File: config.mk
export PLATFORM = sky130hd
export DESIGN_NAME = gdr_div
export DESIGN_NICKNAME = d
export VERILOG_FILES = /design/src/gdr_pkg.sv /design/src/gdr_div.sv
export SDC_FILE = /design/constraint.sdc
export NUM_CORES = 1
export LEC_CHECK = 0
export BUFFER_PORTS_ARGS = -buffer_cell sky130_fd_sc_hd__buf_2
export CAP_MARGIN = 15
export CORE_AREA = 2 2 66 131
export CTS_CLUSTER_SIZE = 14
export DETAILED_ROUTE_END_ITERATION = 16
export DIE_AREA = 0 0 68 133
export HOLD_SLACK_MARGIN = 0.03
export PLACE_DENSITY = 0.86
export SYNTH_ARGS = -nofsm -noshare
export SYNTH_HDL_FRONTEND = slang
export SYNTH_SLANG_ARGS = --single-unit
File: constraint.sdc
create_clock -name clock -period 8.7 [get_ports clock]
set_clock_uncertainty 0.1 [all_clocks]
set_input_delay 0.87 -clock clock [delete_from_list [all_inputs] [get_ports clock]]
set_output_delay 0.87 -clock clock [all_outputs]
set_load 0.02 [all_outputs]
File: src/gdr_pkg.sv
// Shared types and constants for the grid DDA ray caster.
// No dependencies; imported by gdr_div and grid_dda_ray_caster_top.
`timescale 1ns / 1ps

package gdr_pkg;

   localparam int FRAC_BITS = 12;
   localparam int PT_W      = 18;
   localparam int DIST_W    = 17;
   localparam int MAG_W     = 18;
   localparam int LEN_W     = 19;
   localparam int UNIT_W    = 24;
   localparam int RL_W      = 25;
   localparam int SQ_W      = 37;
   localparam int NUM_W     = 43;

   localparam logic [0:0]        CMD_LOAD     = 1'b0;
   localparam logic [0:0]        CMD_CAST     = 1'b1;
   localparam logic [DIST_W-1:0] MAX_DIST_RST = 17'd65536;
   localparam logic [UNIT_W-1:0] UNIT_MAX     = 24'hFFFFFF;
   localparam logic [DIST_W-1:0] DIST_MAX     = 17'h1FFFF;

   typedef enum logic [4:0] {
      ST_CLEAR,
      ST_IDLE,
      ST_SQX,
      ST_SQY,
      ST_ROOT,
      ST_USX,
      ST_USXS,
      ST_USXW,
      ST_USY,
      ST_USYS,
      ST_USYW,
      ST_RLX,
      ST_RLY,
      ST_STEP,
      ST_CHECK,
      ST_PMX,
      ST_PDXS,
      ST_PDXW,
      ST_PMY,
      ST_PDYS,
      ST_PDYW,
      ST_DONE
   } state_type;

   typedef struct packed {
      logic start;
   } div_ctl_type;

   typedef struct packed {
      logic busy;
      logic done;
   } div_sts_type;

endpackage

File: src/gdr_div.sv
// Restoring unsigned divider, one quotient bit per cycle.
// Depends on gdr_pkg for operand widths and control structs.
`timescale 1ns / 1ps

module gdr_div (
   input  logic                        clock,
   input  logic                        reset,
   input  gdr_pkg::div_ctl_type        ctl,
   input  logic [gdr_pkg::NUM_W-1:0]   dividend,
   input  logic [gdr_pkg::LEN_W-1:0]   divisor,
   output gdr_pkg::div_sts_type        sts,
   output logic [gdr_pkg::NUM_W-1:0]   quotient
);
   import gdr_pkg::*;

   localparam int CNT_W = $clog2(NUM_W);

   logic [NUM_W-1:0] quo_ff;
   logic [LEN_W-1:0] rem_ff;
   logic [LEN_W-1:0] den_ff;
   logic [CNT_W-1:0] cnt_ff;
   logic             busy_ff;
   logic             done_ff;
   logic [LEN_W:0]   trial;
   logic             fits;
   logic [LEN_W:0]   diff;

   always_comb begin
      trial = {rem_ff, quo_ff[NUM_W-1]};
      fits  = trial >= {1'b0, den_ff};
      diff  = trial - {1'b0, den_ff};
   end

   always_ff @(posedge clock) begin
      if (reset) begin
         busy_ff <= 1'b0;
         done_ff <= 1'b0;
      end else begin
         done_ff <= 1'b0;
         if (ctl.start) begin
            busy_ff <= 1'b1;
         end else if (busy_ff && cnt_ff == '0) begin
            busy_ff <= 1'b0;
            done_ff <= 1'b1;
         end
      end
   end

   always_ff @(posedge clock) begin
      if (ctl.start) begin
         quo_ff <= dividend;
         rem_ff <= '0;
         den_ff <= divisor;
         cnt_ff <= CNT_W'(NUM_W - 1);
      end else if (busy_ff) begin
         quo_ff <= {quo_ff[NUM_W-2:0], fits};
         rem_ff <= fits ? diff[LEN_W-1:0] : trial[LEN_W-1:0];
         cnt_ff <= cnt_ff - 1'b1;
      end
   end

   assign sts.busy = busy_ff;
   assign sts.done = done_ff;
   assign quotient = quo_ff;

endmodule

==> Yosys cells after proc, flatten, opt, wreduce, memory -nomap -nowiden <==
Index checks and enable logic that the tools add are counted.
Widths: inputs -> output; s select.
{ "totals": {"reg_bits": 89, "word_cells": 20, "out_inout_bits": 45, "inputBits": 65} }
{ "op_classes": {"addsub": 2, "reduce_logical": 5, "magnitude_cmp": 1, "muxes": 6} }
{ "op_table": {"columns": ["cell", "n"], "rows": [
  ["$mux 43", 2],
  ["$ge 20x19->1", 1],
  ["$mux 19", 1],
  ["$sub 19x19->19", 1],
  ["$logic_not 6->1", 1],
  ["$sub 6x1->6 const B", 1],
  ["$reduce_bool 2->1", 2],
  ["$mux 1", 3],
  ["$reduce_or 2->1", 1],
  ["$logic_and 1x1->1", 1]
]} }

==> Logic depth before layout (Yosys ltp) <==
Gate-level depths: netlist of the first run.
{ "depth": {"ltp_word": 4, "depth_mapped": 11} }

==> Least setup slack after synthesis of the first run <==
Ideal clock, no wire load.
{ "synth_timing": {"path_type": "register to register", "startpoint": "register quo_ff[42], in the netlist quotient[42]", "endpoint": "register rem_ff[13]", "path_buffers": 0, "setup_ns": 0.069, "slack_ns": 5.777, "path_stages_with_launch": 11, "arrival_time_ns": 2.754, "path_cell_list": "edfxtp_1 -> inv_1 -> ha_1 -> fa_1 -> nand2b_1 -> a211oi_1 -> o21ai_1 -> o21ai_2 -> o32ai_4 -> or4_1 -> o21ai_1"} }
{ "synth_via": {"elab_chain_len": 2, "word_cells_on_any_way": 3, "classes_between": "add/sub (1); order compare (1); mux (1)"} }
{ "synth_rtl": {"columns": ["item", "line", "text"], "rows": [
  ["start, declared", "gdr_div.sv:18", "logic [NUM_W-1:0] quo_ff;"],
  ["start signal, assigned", "gdr_div.sv:51", "quo_ff <= dividend;"],
  ["start signal, assigned", "gdr_div.sv:56", "quo_ff <= {quo_ff[NUM_W-2:0], fits};"],
  ["$sub 19x19->19 or $ge 20x19->1 (tied branches)", "gdr_div.sv:31, gdr_div.sv:30", null],
  ["$mux 19 *", "gdr_div.sv:57", "rem_ff <= fits ? diff[LEN_W-1:0] : trial[LEN_W-1:0];"],
  ["end signal, assigned", "gdr_div.sv:57", null],
  ["end, declared", "gdr_div.sv:19", "logic [LEN_W-1:0] rem_ff;"]
]} }
Mark *: on every way between the ends. The rest lies on a longest branch, timed or not.
A chain may end at the register's enable or synchronous reset.

==> Final worst setup path of the first run <==
{ "layout_timing": {"startpoint": "register quo_ff[42], in the netlist quotient[42]", "endpoint": "register rem_ff[11]"} }
The elaborated chain is that of the path after synthesis.

==> flow_summary.json, run 1 <==
{
  "path_cells": "inv_1 -> ha_1 -> fa_1 -> nand2b_1 -> a211oi_1 -> o21ai_1 -> o21ai_2 -> o32ai_4 -> buf_4 -> or3b_2 -> o21ai_0",
  "placed_cell_area_um2": 5170,
  "die_area_um2": 9040,
  "wirelength_um": 9750,
  "clkTransAtPathRegs_ns": 0.06,
  "worst_pin_slew_ns": 0.935,
  "grt_max_degree": 63,
  "finalHoldViolCount": 0,
  "ant_nets": 0,
  "globalRoute.totalOverflow": 0,
  "max_stage_delay_ns": 0.48,
  "wl_per_cell_um": 16.3,
  "pwr-share-clk": 0.359,
  "setup_violations": 0,
  "endpoint_kind": "flip-flop",
  "synth_edf_count": 62,
  "clockBufferDepth": 2,
  "initialDrtViolationCount": 414,
  "cts.sinks": 89,
  "diodes": 0,
  "p_total_w": 0.00107,
  "route.met2.wl_um": 4940,
  "syn-cell-area_um2": 4570,
  "syn_nets": 477,
  "synth_cell_types": 51,
  "fin_hold_ws_ns": 0.385,
  "route.met3.wl_um": 554,
  "grt_pass1_vias": 3384,
  "status": "finished, final reports clean",
  "sw_frac_of_total": 0.262,
  "antenna_found_initial": 0,
  "p_seq_frac": 0.477,
  "firstDrtPassIters": 4,
  "critical_path_class": "reg -> reg",
  "synth_area_per_cell_um2": 11.7,
  "ys_top_cells_by_count": "edfxtp_1 (62), mux2_2 (43), dfxtp_1 (27)",
  "ys_ff_latch": 89,
  "cts_buffers": 9,
  "grt_setup_unrepaired": "no",
  "cts_setup_buffers": 0,
  "p_int_w": 0.000790,
  "drt-vias-per-instance": 5.76,
  "fmax_mhz": 310,
  "switchingPower_w": 0.000281,
  "final_area_um2": 5460,
  "via_count": 3458,
  "topRoutingLayerUsed": "met4",
  "crit_path_top_delay_cell": "or3b_2",
  "syn_to_final_growth_pct": 19.6,
  "syn_inst": 391,
  "crit_fanout": 17,
  "layout-drive-gt1-share": 0.355,
  "crit_required_ns": 8.87,
  "synth_top_area_share": 0.408,
  "timing.final.max_slew_violations": 0,
  "dp_hpwl_um": 6990,
  "crit_path_start_kind": "flip-flop",
  "min_period_ns": 3.22,
  "clockRootBuffer": "clkbuf_16",
  "tns_ns": 0,
  "row_count": 47,
  "hold_buffers": 0,
  "fin_util": 0.673,
  "route.detailed.drc": 0,
  "die_y_um": 133,
  "hp-class": "reg -> reg",
  "synth-async-reset-ratio": 0,
  "slew_headroom": 0.374,
  "synth_top_cell_by_area": "edfxtp_1",
  "cts_max_level": 3,
  "synth_flop_cell": "edfxtp_1",
  "min_period_over_period": 0.371,
  "gp_congestion": 0.898,
  "synth_area_leaders": "edfxtp_1 (41%), dfxtp_1 (12%), mux2_2 (11%), ha_1 (5.5%), a21oi_1 (2.4%)",
  "yosysSeqAreaShare": 0.526,
  "grt_pass1_wl_um": 15500,
  "place.port_buffers": 109,
  "vdd_drop_max_uv": 141,
  "wl_met1_um": 3970,
  "cts_resized": 0,
  "combinationalPowerShare": 0.164,
  "clock_latency_ns": 0.34,
  "globalRouteTotalUtil": 0.225,
  "p_per_area_nw_per_um2": 196,
  "ioPinCount": 110,
  "die_w_um": 68,
  "core_um2": 8120,
  "drv_cap": 0,
  "cp.arrival_ns": 3.39,
  "n_fill_cell": 629,
  "cts_tree": "yes",
  "start_util": 0.563,
  "yosysWarningCount": 0,
  "nets": 583,
  "yosysMostFrequentCell": "edfxtp_1",
  "power_leakage_nw": 2.31
}
metrics by stage:
stage | instances | worst slack [ns]
6_report | 600 | 5.48
5_1_grt | 600 | 5.15
4_1_cts | 600 | 5.45
3_5_place_dp | 584 | 5.26
3_3_place_gp | 584 | 5.29
2_1_floorplan | 391 | 5.78
power by group through the flow:
stage	logic (W)	registers [W]	clock network [W]
global placement	0.000170	0.000519	0
CTS	0.000176	0.000511	0.000389
floorplan	0.0000940	0.000542	0
detailed placement	0.000175	0.000520	0
global route	0.000192	0.000515	0.000407
finish	0.000175	0.000511	0.000384
cell usage in the layout, fill, tap and decap left out, types with 9 or more instances in the layout:
cell,netlist,layout
a21oi_1,22,22
inv_1,26,25
ha_1,20,20
clkbuf_16,0,9
nand2_1,21,21
nor3_1,10,10
nor2_1,20,20
dfxtp_1,27,27
a211oi_1,9,9
mux2_2,43,43
xnor2_1,9,9
buf_2,1,109
edfxtp_1,62,62
o21ai_0,19,19
worst max-delay path: cells and delay by family, from the launching register on:
family                   cells  cell delay, ns
adder cells (fa/ha/maj)      2            0.63
AO/OA/AOI/OAI                5            1.12
buffers and inverters        2            0.31
flip-flops                   1            0.34
AND/OR/NAND/NOR              2            0.66
final cells by class:
cell class / instances / area, um2 / area share
sequential: 89 / 2400 / 0.440
multi-input combinational: 259 / 1980 / 0.362
clock buffer: 10 / 229 / 0.0419
tap: 98 / 123 / 0.0225
clock inverter: 6 / 65.1 / 0.0119
inverter: 26 / 97.6 / 0.0179
timing repair buffer: 112 / 568 / 0.104
path summary, 6_finish.rpt:
check | startpoint | end | slack (ns) | cells past startpoint
setup / recovery | quotient[42]$_DFFE_PP_ | rem_ff[11]$_SDFFE_PP0P_ | 5.48 | 11
setup reg to reg | quotient[42]$_DFFE_PP_ | rem_ff[11]$_SDFFE_PP0P_ | 5.48 | 11
hold / removal | cnt_ff[5]$_SDFFE_PP1P_ | done_ff$_SDFF_PP0_ | 0.38 | 1
hold reg to reg | cnt_ff[5]$_SDFFE_PP1P_ | done_ff$_SDFF_PP0_ | 0.38 | 1
kinds of logic (layout without fill, tap and decap cells):
family / Yosys count / after routing / share of synthesized area
compound gates: 87 / 87 / 0.128
xor+xnor: 14 / 14 / 0.0268
fa+ha+maj: 21 / 21 / 0.0592
buf+inv: 43 / 154 / 0.0414
flops: 89 / 89 / 0.526
mux: 51 / 51 / 0.124
simple gates: 86 / 86 / 0.0950
layer usage:
metal  vias to the layer above  GRT usage
li1                       1670          -
met1                      1635      0.270
met2                       129      0.380
met3                        24     0.0442
met4                         0     0.0967
met5                         -          0
flip-flops by register name, indices dropped and copies added (netlist names):
signal    count
quotient     43
den_ff       19
rem_ff       19
cnt_ff        6
busy_ff       1
done_ff       1
No activity file was read; power rests on OpenSTA's default activity.
==> run 2, diff against run 1 <==
Settings changed: CORE_AREA 2 2 66 131 to 2 2 69 136, DIE_AREA 0 0 68 133 to 0 0 71 138, PLACE_DENSITY 0.86 to 0.8.
Clock period 8.7 ns to 3.1 ns, I/O delays scaled along.
==> flow_summary.json, run 2 (synthesized netlist as in run 1, its figures left out) <==
{
  "clockBufferDepth": 2,
  "grt_setup_unrepaired": "yes",
  "fin_hold_ws_ns": 0.0369,
  "timing.final.ws_setup_ns": 0.189,
  "crit_path_start_kind": "flip-flop",
  "clkTransAtPathRegs_ns": 0.07,
  "die_w_um": 71,
  "setup_violations": 0,
  "slew_headroom": 0.598,
  "tns_ns": 0,
  "min_period_ns": 2.91,
  "largest_reg_flops": 43,
  "critical_path_class": "reg -> reg",
  "timing.final.max_slew_violations": 0,
  "n_fill_cell": 671,
  "ant_nets": 0,
  "pwr-share-clk": 0.350,
  "antenna_found_initial": 0,
  "clockRootBuffer": "clkbuf_16",
  "cts_tree": "yes",
  "final_cell_mix": "buf_2 (109), edfxtp_1 (62), mux2_2 (43)",
  "crit_fanout": 11,
  "cp.arrival_ns": 3.03,
  "cts.sinks": 89,
  "switchingPower_w": 0.000825,
  "cts_max_level": 3,
  "final_common_cell": "buf_2",
  "cts_buffers": 9,
  "layout-drive-gt1-share": 0.370,
  "drt-vias-per-instance": 5.76,
  "crit_required_ns": 3.22,
  "finalHoldViolCount": 0,
  "start_util": 0.514,
  "wirelength_um": 10900,
  "syn_to_final_growth_pct": 21.8,
  "combinationalPowerShare": 0.173,
  "clock_latency_ns": 0.34,
  "grt_max_degree": 44,
  "core_um2": 8890,
  "preCtsSetupSlack_ns": 0.139,
  "route.detailed.drc": 0,
  "p_seq_frac": 0.477,
  "multi_input_area_um2": 1980,
  "hp-class": "in -> reg",
  "endpoint_kind": "flip-flop",
  "gp_congestion": 0.919,
  "ioPinCount": 110,
  "drv_cap": 0,
  "place.port_buffers": 109,
  "dp_hpwl_um": 8300,
  "sw_frac_of_total": 0.275,
  "firstDrtPassIters": 5,
  "diodes": 0,
  "register_area_um2": 2400,
  "power_leakage_nw": 2.37,
  "die_area_um2": 9800,
  "grt_pass1_wl_um": 17900,
  "worst_pin_slew_ns": 0.603,
  "row_count": 49,
  "status": "finished, final reports clean",
  "grt_pass1_vias": 3822,
  "fmax_mhz": 344,
  "wl_per_cell_um": 17.8,
  "p_per_area_nw_per_um2": 539,
  "min_period_over_period": 0.939,
  "final_area_um2": 5560,
  "globalRouteTotalUtil": 0.235,
  "nets": 595,
  "die_y_um": 138,
  "via_count": 3551,
  "placed_cell_area_um2": 5240,
  "globalRoute.totalOverflow": 0,
  "initialDrtViolationCount": 225,
  "vdd_drop_max_uv": 403,
  "p_int_w": 0.00218
}
[run 2: changes by cell type in the layout (fill, tap and decap cells not counted), sizes merged]
cell,before,now
clkinvlp,0,1
buf,112,121
inv,27,28
clkinv,4,3
dlygate4sd3,0,3
bufinv,1,0
[run 2: final timing paths]
kind | start | end | slack [ns] | cells after the start
max | den_ff[15]$_DFFE_PP_ | rem_ff[9]$_SDFFE_PP0P_ | 0.19 | 10
min | divisor[14] | den_ff[14]$_DFFE_PP_ | 0.04 | 1
max reg2reg | den_ff[15]$_DFFE_PP_ | rem_ff[9]$_SDFFE_PP0P_ | 0.19 | 10
min reg2reg | cnt_ff[0]$_SDFFE_PP0P_ | cnt_ff[0]$_SDFFE_PP0P_ | 0.37 | 2
[run 2: stage by stage]
stage	utilization	total power, W	cells
2_1_floorplan	-	0.00179	391
3_3_place_gp	0.589	0.00195	597
3_5_place_dp	0.589	0.00197	597
4_1_cts	0.624	0.00302	615
5_1_grt	0.626	0.00312	616
6_report	0.626	0.00300	616
[run 2: per-layer routing]
metal,vias up,part of all wire,track usage
met1,1674,0.35,0.239
met3,41,0.058,0.0634
met2,148,0.53,0.409
met4,0,0.064,0.154
li1,1688,-,-
met5,-,0,0
[run 2: timing repair]
action | CTS | global route
endpoints found under the setup margin | 0 | 10
endpoints found under the hold margin | 2 | 1
hold buffers | 2 | 1
gates resized for setup | 0 | 1
buffers inserted | 0 | 0
[run 2: power by group through the flow]
stage / clock network, W / registers [W] / logic [W]
detailed placement: 0 / 0.00146 / 0.000516
global route: 0.00111 / 0.00145 / 0.000567
floorplan: 0 / 0.00152 / 0.000264
CTS: 0.00107 / 0.00143 / 0.000520
finish: 0.00105 / 0.00143 / 0.000520
global placement: 0 / 0.00145 / 0.000502
[run 2: critical path, stage by stage, from the launching register on]
cell      delay, ns
edfxtp_1       0.33
inv_1          0.04
ha_1           0.34
a21oi_1        0.16
o21ai_1        0.11
or2_0          0.23
or4_4          0.50
o32ai_4        0.33
buf_4          0.27
nand2b_1       0.24
o21ai_0        0.13
[run 2: area by class of cell]
cell class	instances	area share
clock inverter	6	0.00899
tap	102	0.0229
sequential	89	0.432
inverter	26	0.0175
clock buffer	10	0.0430
multi-input combinational	259	0.356
timing repair buffer	124	0.120
==> run 3, diff against run 2 <==
Settings changed: ABC_AREA set to 1, CORE_AREA 2 2 69 136 to 2 2 71 141, DIE_AREA 0 0 71 138 to 0 0 73 143, PLACE_DENSITY 0.8 to 0.81.
==> flow_summary.json, run 3 <==
{
  "synthMuxAreaShare": 0,
  "crit_required_ns": 3.22,
  "synth-adder-area-share": 0.0535,
  "wirelength_um": 12200,
  "yosysMostFrequentCell": "nand2_1",
  "synth_area_leaders": "edfxtp_1 (37%), nand2_1 (19%), dfxtp_1 (11%), inv_1 (6.3%), ha_1 (5.0%)",
  "gp_congestion": 0.984,
  "ys_ff_latch": 89,
  "worst_pin_slew_ns": 1.10,
  "place.port_buffers": 109,
  "layout-drive-gt1-share": 0.218,
  "clock_latency_ns": 0.34,
  "clkTransAtPathRegs_ns": 0.07,
  "setup_violations": 0,
  "antenna_found_initial": 0,
  "die_area_um2": 10400,
  "endpoint_kind": "flip-flop",
  "cts_setup_buffers": 0,
  "synth_compound_area_frac": 0.0305,
  "synth_top_family_by_area": "simple AND/OR/NAND/NOR gates",
  "worst-path-buf-inv": 2,
  "largest_reg_flops": 43,
  "globalRoute.totalOverflow": 0,
  "finalHoldViolCount": 0,
  "cts_max_level": 3,
  "status": "finished, final reports clean",
  "dp_hpwl_um": 9300,
  "cts_buffers": 9,
  "drv_cap": 0,
  "cts_resized": 0,
  "wl_per_cell_um": 14.2,
  "synth_top_area_share": 0.368,
  "grt_setup_unrepaired": "no",
  "grt_max_degree": 47,
  "n_fill_cell": 807,
  "diodes": 0,
  "synth_top_cell_by_area": "edfxtp_1",
  "hp-class": "in -> reg",
  "synth_area_per_cell_um2": 7.86,
  "grt_pass1_vias": 4595,
  "yosysWarningCount": 0,
  "grt_pass1_wl_um": 20300,
  "preCtsSetupSlack_ns": 0.662,
  "vdd_drop_max_uv": 422,
  "cts.sinks": 89,
  "core_um2": 9320,
  "ioPinCount": 110,
  "timing.final.ws_setup_ns": 0.678,
  "synthXorXnorAreaFrac": 0.0121,
  "nets": 834,
  "yosysSeqAreaShare": 0.475,
  "cp.arrival_ns": 2.54,
  "synth_edf_count": 62,
  "max_stage_delay_ns": 0.42,
  "timing.final.max_slew_violations": 0,
  "synthSimpleGateAreaFrac": 0.334,
  "p_total_w": 0.00286,
  "syn_nets": 729,
  "via_count": 4510,
  "final_common_cell": "nand2_1",
  "tns_ns": 0,
  "crit_path_top_delay_cell": "fa_1",
  "path_delay_family": "simple AND/OR/NAND/NOR gates",
  "cp_common_cell": "nand2_1",
  "clockBufferDepth": 2,
  "fmax_mhz": 413,
  "drt-vias-per-instance": 5.26,
  "min_period_ns": 2.42,
  "syn-cell-area_um2": 5050,
  "globalRouteTotalUtil": 0.251,
  "syn_to_final_growth_pct": 17.3,
  "row_count": 50,
  "hold_buffers": 0,
  "die_w_um": 73,
  "synth-async-reset-ratio": 0,
  "ant_nets": 0,
  "cts_tree": "yes",
  "p_per_area_nw_per_um2": 482,
  "synth_cell_types": 34,
  "crit_path_start_kind": "flip-flop",
  "critical_path_class": "reg -> reg",
  "final_cell_mix": "nand2_1 (262), buf_2 (109), inv_1 (84)",
  "start_util": 0.542,
  "clockRootBuffer": "clkbuf_16",
  "min_period_over_period": 0.781,
  "power_leakage_nw": 3.10,
  "crit_fanout": 21,
  "route.detailed.drc": 0,
  "path_cells": "inv_1 -> ha_1 -> fa_1 -> inv_1 -> nand3_1 -> nand2_1 -> nand2_1 -> nand3_2 -> nand2_4 -> nand2_8 -> nand2_1 -> nand3_1 -> o21ai_1",
  "syn_inst": 643,
  "initialDrtViolationCount": 378,
  "die_y_um": 143,
  "slew_headroom": 0.266,
  "ys_top_cells_by_count": "nand2_1 (262), inv_1 (85), edfxtp_1 (62)",
  "firstDrtPassIters": 5,
  "synth_flop_cell": "edfxtp_1"
}
==> run 3: changes by cell type after synthesis, sizes merged, moves of 43 or more <==
| cell | change |
|---|---|
| mux2 | -43 |
| nand2 | +248 |
| inv | +70 |
| nand3 | +56 |
==> run 3: logic make-up after synthesis <==
logic type                 after synthesis
and+or+nand+nor                        381
DFF                                     89
AOI/OAI and AO/OA                       30
xor gates and xnor gates                 7
buffers and inverters                  115
adders and majority gates               21
==> run 3: worst paths after layout <==
path                                        startpoint                endpoint  slack, ns  cells past startpoint
worst max register to register  quotient[42]$_DFFE_PP_  rem_ff[0]$_SDFFE_PP0P_       0.68                     13
worst min register to register  cnt_ff[2]$_SDFFE_PP0P_  cnt_ff[2]$_SDFFE_PP0P_       0.37                      1
worst max-delay path            quotient[42]$_DFFE_PP_  rem_ff[0]$_SDFFE_PP0P_       0.68                     13
worst min-delay path                        divisor[1]     den_ff[1]$_DFFE_PP_       0.04                      1
==> run 3: through the flow <==
step | area (um2) | util | hold slack [ns] | instances
after detailed placement | 5650 | 0.607 | 0.364 | 841
after global routing | 5930 | 0.636 | 0.0413 | 857
final | 5930 | 0.636 | 0.0422 | 857
after global placement | 5650 | 0.607 | 0.354 | 841
after CTS | 5930 | 0.636 | 0.0350 | 857
after floorplan | 5050 | - | 0.286 | 643
==> run 3: worst reg2reg max path, stage by stage (launching register included) <==
cell      delay, ns
edfxtp_1       0.34
inv_1          0.06
ha_1           0.23
fa_1           0.42
inv_1          0.11
nand3_1        0.07
nand2_1        0.13
nand2_1        0.10
nand3_2        0.10
nand2_4        0.20
nand2_8        0.24
nand2_1        0.08
nand3_1        0.08
o21ai_1        0.07
==> run 3: final cells by class <==
cell class | instances | area (um2) | share of cell area
repair buffers | 113 | 588 | 0.0992
multi-input cells | 439 | 2170 | 0.367
clock inverters | 7 | 46.3 | 0.00781
well taps | 104 | 130 | 0.0220
clock buffers | 9 | 225 | 0.0380
inverters | 96 | 360 | 0.0608
flip-flops and latches | 89 | 2400 | 0.405
==> run 3: report_power, final <==
part,switching (W),internal (W),total [W]
Clock,0.000467,0.000542,0.00101
Combinational,0.000283,0.000147,0.000431
Sequential,0.0000436,0.00137,0.00142
==> run 3: per-layer routing <==
metal,share of wire,GRT usage
met5,0,0
met1,0.36,0.268
met3,0.051,0.0367
met4,0.042,0.138
met2,0.55,0.454
